`config.mk`:
```
export PLATFORM = sky130hd
export DESIGN_NAME = hot_offset_profiler_unit
export DESIGN_NICKNAME = d
export VERILOG_FILES = /design/src/rtl/hop_pkg.sv /design/src/rtl/hot_offset_profiler_unit.sv
export VERILOG_INCLUDE_DIRS = /design/src /design/src/rtl
export SDC_FILE = /design/constraint.sdc
export NUM_CORES = 1
export LEC_CHECK = 0
export BUFFER_PORTS_ARGS = -buffer_cell sky130_fd_sc_hd__buf_4
export CAP_MARGIN = 20
export CELL_PAD_IN_SITES_DETAIL_PLACEMENT = 1
export CELL_PAD_IN_SITES_GLOBAL_PLACEMENT = 1
export CORE_MARGIN = 8
export CORE_UTILIZATION = 51
export DETAILED_ROUTE_END_ITERATION = 16
export GPL_TIMING_DRIVEN = 0
export PLACE_DENSITY = 0.91
export SYNTH_ARGS = -nofsm -noshare
export SYNTH_HDL_FRONTEND = slang
export SYNTH_SLANG_ARGS = --single-unit
```
`constraint.sdc`:
```
create_clock -name i_clk -period 8.15 [get_ports i_clk]
set_clock_uncertainty 0.05 [all_clocks]
set_input_delay 0 -clock i_clk [delete_from_list [all_inputs] [get_ports i_clk]]
set_output_delay 0 -clock i_clk [all_outputs]
set_load 0.02 [all_outputs]
```
`src/rtl/assert_macros.svh`:
```
// assertion macros shared by the rtl
`ifndef ASSERT_MACROS_SVH
`define ASSERT_MACROS_SVH

// same-cycle implication, checked outside reset
`define ASSERT_IMPLIES(label, clk, rst_n, ante, cons) \
    label: assert property (@(posedge clk) disable iff (!(rst_n)) (ante) |-> (cons)) \
        else $error("assertion failed: ante implies cons");

// next-cycle implication, checked outside reset
`define ASSERT_NEXT(label, clk, rst_n, ante, cons) \
    label: assert property (@(posedge clk) disable iff (!(rst_n)) (ante) |=> (cons)) \
        else $error("assertion failed: ante implies cons next cycle");

`endif

```
`src/rtl/hop_pkg.sv`:
```
// types, command codes and helpers of the hot offset profiler
`default_nettype none

package hop_pkg;

    localparam int CNT_W    = 32;
    localparam int POS_W    = 32;
    localparam int CHOSEN_W = 31;

    typedef logic [CNT_W-1:0]        t_count;
    typedef logic signed [POS_W-1:0] t_pos;
    typedef logic [CHOSEN_W-1:0]     t_chosen;

    localparam logic CMD_RECORD = 1'b0;
    localparam logic CMD_QUERY  = 1'b1;

    // add that sticks at all ones
    function automatic t_count sat_add(input t_count a, input t_count b);
        logic [CNT_W:0] s;
        s = {1'b0, a} + {1'b0, b};
        return s[CNT_W] ? '1 : s[CNT_W-1:0];
    endfunction

endpackage

`default_nettype wire

```
`src/rtl/hot_offset_profiler_unit.sv`:
```
// hot offset profiler: position table in a synchronous memory, one entry read per cycle
`default_nettype none

// A request is taken when start is high and busy is low. It scans the used entries of the
// position table, one per cycle through the single memory read port, updating a matching
// entry in place, then for a record appends a new position or adds to the untracked total,
// and finally checks whether the largest count holds at least 80 percent of all hits. The
// result is on the o_ result ports for exactly one cycle with o_result_valid high and cannot
// be held off; busy is already low in that cycle. Empty entries are tracked by a fill count,
// so no clearing pass runs after reset.
module hot_offset_profiler_unit #(
    parameter int TRACKED_ENTRIES = 4
) (
    input  wire                  i_clk,
    input  wire                  i_rst_n,
    input  wire                  start,
    output logic                 busy,
    input  wire                  i_cmd,
    input  wire hop_pkg::t_pos   i_position,
    input  wire hop_pkg::t_count i_hit_count,
    output logic                 o_result_valid,
    output logic                 o_recorded,
    output logic                 o_choice_valid,
    output hop_pkg::t_chosen     o_chosen_position
);
    import hop_pkg::*;

    `include "assert_macros.svh"

    localparam int IW = (TRACKED_ENTRIES > 1) ? $clog2(TRACKED_ENTRIES) : 1;
    localparam int FW = $clog2(TRACKED_ENTRIES + 1);
    // sum of all entries plus untracked
    localparam int TW = CNT_W + $clog2(TRACKED_ENTRIES + 1);
    localparam int CW = TW + 3;
    localparam int MW = POS_W + CNT_W;

    localparam logic [2:0] S_IDLE  = 3'd0;
    localparam logic [2:0] S_SCAN  = 3'd1;
    localparam logic [2:0] S_FINAL = 3'd2;
    localparam logic [2:0] S_SUM   = 3'd3;
    localparam logic [2:0] S_CMP   = 3'd4;

    logic [MW-1:0]    r_mem [TRACKED_ENTRIES];
    logic [MW-1:0]    r_rd_data;

    logic [2:0]       r_state;
    logic [FW-1:0]    r_fill;
    logic [IW-1:0]    r_idx;
    logic             r_started;
    t_count           r_untracked;

    logic             r_cmd;
    logic [POS_W-1:0] r_pos;
    t_count           r_cnt;
    logic             r_matched;
    logic             r_rec;
    t_count           r_best;
    t_chosen          r_best_pos;
    logic [TW-1:0]    r_total;

    logic             r_out_valid;
    logic             r_out_rec;
    logic             r_out_choice;
    t_chosen          r_out_pos;

    logic             accept;
    logic [POS_W-1:0] ent_pos;
    t_count           ent_hits;
    logic             ent_hit;
    t_count           n_hits;
    logic [FW-1:0]    idx_next;
    logic             scan_last;
    logic             fill_new;
    logic             rd_en;
    logic [IW-1:0]    rd_addr;
    logic             we;
    logic [IW-1:0]    waddr;
    logic [MW-1:0]    wdata;
    logic [CW-1:0]    lhs;
    logic [CW-1:0]    rhs;
    logic             n_choice;

    assign busy   = (r_state != S_IDLE);
    assign accept = start && !busy;

    assign ent_pos   = r_rd_data[MW-1:CNT_W];
    assign ent_hits  = r_rd_data[CNT_W-1:0];
    // stored positions are never negative, so a negative request never matches
    assign ent_hit   = (r_cmd == CMD_RECORD) && (ent_pos == r_pos);
    assign n_hits    = ent_hit ? sat_add(ent_hits, r_cnt) : ent_hits;
    assign idx_next  = FW'(r_idx) + FW'(1);
    assign scan_last = (idx_next == r_fill);
    assign fill_new  = (r_cmd == CMD_RECORD) && !r_matched && !r_pos[POS_W-1]
                       && (r_fill < FW'(TRACKED_ENTRIES));

    assign rd_en   = accept || ((r_state == S_SCAN) && !scan_last);
    assign rd_addr = (r_state == S_IDLE) ? '0 : IW'(idx_next);

    assign we    = ((r_state == S_SCAN) && ent_hit) || ((r_state == S_FINAL) && fill_new);
    assign waddr = (r_state == S_SCAN) ? r_idx : IW'(r_fill);
    assign wdata = (r_state == S_SCAN) ? {ent_pos, n_hits} : {r_pos, r_cnt};

    // best * 10 against total * 8
    assign lhs      = CW'({r_best, 3'b000}) + CW'({r_best, 1'b0});
    assign rhs      = {r_total, 3'b000};
    assign n_choice = r_started && (r_best != '0) && (lhs >= rhs);

    always_ff @(posedge i_clk) begin
        if (we) begin
            r_mem[waddr] <= wdata;
        end
        if (rd_en) begin
            r_rd_data <= r_mem[rd_addr];
        end
    end

    always_ff @(posedge i_clk) begin
        if (!i_rst_n) begin
            r_state     <= S_IDLE;
            r_fill      <= '0;
            r_idx       <= '0;
            r_started   <= 1'b0;
            r_untracked <= '0;
            r_out_valid <= 1'b0;
        end else begin
            r_out_valid <= 1'b0;
            unique case (r_state)
                S_IDLE: begin
                    if (accept) begin
                        r_idx <= '0;
                        if (i_cmd == CMD_RECORD) begin
                            r_started <= 1'b1;
                        end
                        r_state <= (r_fill == '0) ? S_FINAL : S_SCAN;
                    end
                end
                S_SCAN: begin
                    if (scan_last) begin
                        r_state <= S_FINAL;
                    end else begin
                        r_idx <= IW'(idx_next);
                    end
                end
                S_FINAL: begin
                    if (fill_new) begin
                        r_fill <= r_fill + FW'(1);
                    end else if ((r_cmd == CMD_RECORD) && !r_matched) begin
                        r_untracked <= sat_add(r_untracked, r_cnt);
                    end
                    r_state <= S_SUM;
                end
                S_SUM: begin
                    r_state <= S_CMP;
                end
                S_CMP: begin
                    r_out_valid <= 1'b1;
                    r_state     <= S_IDLE;
                end
                default: begin
                    r_state <= S_IDLE;
                end
            endcase
        end
    end

    // request payload and scan accumulators
    always_ff @(posedge i_clk) begin
        case (r_state)
            S_IDLE: begin
                if (accept) begin
                    r_cmd      <= i_cmd;
                    r_pos      <= i_position;
                    r_cnt      <= i_hit_count;
                    r_matched  <= 1'b0;
                    r_best     <= '0;
                    r_best_pos <= '0;
                    r_total    <= '0;
                end
            end
            S_SCAN: begin
                if (ent_hit) begin
                    r_matched <= 1'b1;
                end
                if (n_hits > r_best) begin
                    r_best     <= n_hits;
                    r_best_pos <= ent_pos[CHOSEN_W-1:0];
                end
                r_total <= r_total + TW'(n_hits);
            end
            S_FINAL: begin
                r_rec <= r_matched || fill_new;
                if (fill_new) begin
                    if (r_cnt > r_best) begin
                        r_best     <= r_cnt;
                        r_best_pos <= r_pos[CHOSEN_W-1:0];
                    end
                    r_total <= r_total + TW'(r_cnt);
                end
            end
            S_SUM: begin
                r_total <= r_total + TW'(r_untracked);
            end
            S_CMP: begin
                r_out_rec    <= r_rec;
                r_out_choice <= n_choice;
                r_out_pos    <= n_choice ? r_best_pos : '0;
            end
            default: begin
            end
        endcase
    end

    assign o_result_valid    = r_out_valid;
    assign o_recorded        = r_out_rec;
    assign o_choice_valid    = r_out_choice;
    assign o_chosen_position = r_out_pos;

    `ASSERT_IMPLIES(a_result_when_idle, i_clk, i_rst_n, o_result_valid, !busy)
    `ASSERT_NEXT(a_accept_busy, i_clk, i_rst_n, accept, busy)
    `ASSERT_IMPLIES(a_fill_bound, i_clk, i_rst_n, 1'b1, r_fill <= FW'(TRACKED_ENTRIES))
    `ASSERT_IMPLIES(a_no_choice_zero, i_clk, i_rst_n, o_result_valid && !o_choice_valid, o_chosen_position == '0)

endmodule

`default_nettype wire

```
==> results.yml <==
status:
  status: "finished, violations left"
  violations: "hold timing"
global_route:
  grt_max_degree: 44
  grt_pass1_wl_um: 176000
  grt.overflow.total: 0
  track_usage: 0.327
  grt_pass1_vias: 28800
  antenna_found_initial: 2
floorplan:
  core_um2: 61600
  start_util: 0.515
  io_pins: 103
  dieWidth_um: 265
  die_area_um2: 70400
  die_h_um: 265
  num_rows: 91
cts:
  clk_pin_slew_ns: 0.06
  holdBufCountCts: 93
  cts_max_level: 2
  tritoncts: "built"
  postCtsSetupBuffers: 0
  worst_skew_pair.late_latency_ns: 0.69
  cts_made_buffers: 60
  cts_root_buf: "clkbuf_16"
  cts.sinks: 560
  cts.path.max_buffers: 3
  cts_resized: 0
setup_path:
  path_cells: "xnor2_1 > nand4_1 > or3_1 > nor3_1 > clkbuf_1 > buf_2 > o22ai_1 > a21oi_1 > ha_1 > inv_1 > fa_1 > and2b_1 > o31ai_1 > a21oi_1 > a31o_1 > a21o_1 > a31oi_4 > o41ai_2 > a31oi_1 > a41o_1"
  r2r_cells: 20
  cp_data_required_time_ns: 8.51
  cp_slowest_cell: "xnor2_1"
  cpMostUsedCell: "a21oi_1"
  timing.rr.start: "r_pos[29]"
  crit_arrival_ns: 8.12
  timing.rr.end: "r_total[34]"
  reg2reg_slack_ns: 0.39
  worstPathMaxFanout: 10
  max_stage_delay_ns: 0.67
  startpoint_type: "flip-flop"
  worstSetupPathType: "reg2reg"
  cp-end-kind: "flip-flop"
placed_design:
  io_buffer_count: 102
  place_inst: 3909
  dpl.hpwl_um: 81200
  gp_congestion: 0.932
  postPlaceCellArea_um2: 34100
logic_synthesis:
  avgSynthCellArea_um2: 10.8
  yosysUniqueCellTypes: 92
  ys_ff_latch: 560
  syn_inst: 2949
  syn_nets: 3247
  ys_async_sr_fraction: 0
  netlist_area_um2: 31700
  ys.flop_type: "edfxtp_1"
  yosysWarnings: 0
  synth_edf_count: 518
  yosysSeqAreaShare: 0.517
routing:
  vias: 26500
  wl_per_cell_um: 28.7
  drc: 0
  viasPerCell: 6.44
  wl_um: 118000
  drtIter0Drc: 2693
  detail-route-antenna-nets: 0
  drtPass1Iterations: 6
finish:
  multi_input_area_um2: 14400
  layout_commonest_cell: "edfxtp_1"
  final_cell_mix: "edfxtp_1, nand2_1, nor2_1, ha_1, o21ai_0"
  syn_to_final_growth_pct: 17.3
  final_cells: 4121
  regArea_um2: 16400
  design_area_um2: 37200
  layout-drive-gt1-share: 0.0971
  n_antenna_cell: 0
  nets: 3530
  nFillCells: 6415
worst_hold_path:
  worst_hold_path.endpoint: "r_cnt[4]"
  hold_path.startpoint: "i_hit_count[4]"
  min_path_type: "in2reg"
  holdPathStages: 2
sta:
  worstMarginPinSlew_ns: 1.11
  timing_hold_violations_final: 1
  slew_viol_final: 0
  fin_crit_sh: 0.952
  whs_ns: -0.00572
  clock.fmax_mhz: 129
  slew_headroom: 0.254
  fin_crit_ns: 7.76
  rsz0062_at_grt: "no"
  setup_viol: 0
power:
  power.density_nw_per_um2: 288
  p_leak_nw: 14.9
  peakVddDrop_v: 0.000192
run:
  maxCapViolCount: 0
## state kept, by name, summed over array words and instances (netlist names)
name               count
r_fill                 3
r_idx                  2
r_rd_data             64
r_cnt                 32
r_state                3
r_untracked           32
o_chosen_position     31
r_total               35
o_choice_valid         1
o_recorded             1
r_pos                 32
r_started              1
r_matched              1
r_best_pos            31
r_cmd                  1
o_result_valid         1
r_rec                  1
r_best                32
r_mem                256
## per-layer routing
metal | GRT usage | wire, um | up-vias
met1 | 0.370 | 44000 | 13300
met2 | 0.581 | 59200 | 1334
met3 | 0.0559 | 7690 | 418
met5 | 0 | 26 | -
li1 | - | - | 11500
met4 | 0.184 | 7450 | 4
## critical path, delay by kind of cell (launching register included)
family / cells / cell delay, ns
xor+xnor: 1 / 0.67
buf+inv: 3 / 1.11
fa+ha+maj: 2 / 0.61
compound gates: 10 / 2.65
flops: 1 / 0.47
simple gates: 4 / 1.92
## power by group
group | internal (mW) | switching, mW | leakage (nW) | total (mW)
sequential | 3.56 | 0.282 | 5.24 | 3.84
combinational | 1.42 | 2.38 | 8.65 | 3.80
clock | 1.74 | 1.31 | 1.04 | 3.05
## final cells by class
class                   instances  area share
well taps                     837      0.0281
clock buffers                  70      0.0422
flip-flops and latches        560       0.441
clock inverters                44      0.0151
repair buffers                221      0.0598
multi-input cells            2135       0.388
inverters                     125      0.0127
plain buffers                 129      0.0137
## worst max path at each step
| stage | start | end | slack, ns | depth (start not counted) |
|---|---|---|---|---|
| global route | r_pos[29] | r_total[34] | 0.12 | 20 |
| CTS | r_pos[29] | r_total[34] | 0.66 | 20 |
| floorplan | r_cnt[0] | r_best[0] | 0.75 | 21 |
| global placement | r_pos[29] | r_best_pos[23] | -3.58 | 15 |
| finish | r_pos[29] | r_total[34] | 0.39 | 20 |
| detailed placement | r_pos[29] | r_total[34] | 0.72 | 20 |
## Yosys cell counts, types with 32 or more instances
cell | count | area, um^2
edfxtp_1 | 518 | 15600
nand2_1 | 355 | 1330
nor2_1 | 251 | 942
ha_1 | 226 | 2830
o21ai_0 | 225 | 1130
a21oi_1 | 185 | 926
inv_1 | 124 | 465
clkbuf_1 | 104 | 390
mux2i_1 | 84 | 841
a21o_1 | 79 | 593
xor2_1 | 69 | 604
xnor2_1 | 67 | 587
a221oi_1 | 65 | 569
nor2b_1 | 46 | 288
and2_1 | 45 | 282
dfxtp_1 | 42 | 841
a211oi_1 | 40 | 300
nand3_1 | 32 | 160
nand4_1 | 32 | 200
## logic make-up (layout without fill, tap and decap cells)
group                    count (synthesis)  in the layout  share of synthesized area
AND/OR/NAND/NOR                        894            894                      0.129
AO/OA/AOI/OAI                          787            787                      0.166
flip-flops                             560            560                      0.517
buffers and inverters                  254            589                     0.0308
adder cells (fa/ha/maj)                230            230                     0.0917
XOR/XNOR                               136            136                     0.0376
multiplexers                            88             88                     0.0279
## through the flow
stage	total power [mW]	setup slack, ns	utilization	hold slack [ns]	setup TNS, ns
after floorplan	6.32	0.746	-	0.0489	0
after global placement	7.21	-3.58	0.544	0.129	-805.56
after detailed placement	7.49	0.723	0.553	0.129	0
after CTS	10.6	0.660	0.603	0.000749	0
after global routing	11.1	0.117	0.604	-0.000874	0
final	10.7	0.393	0.604	-0.00572	0
(Power assumes the default switching activity.)
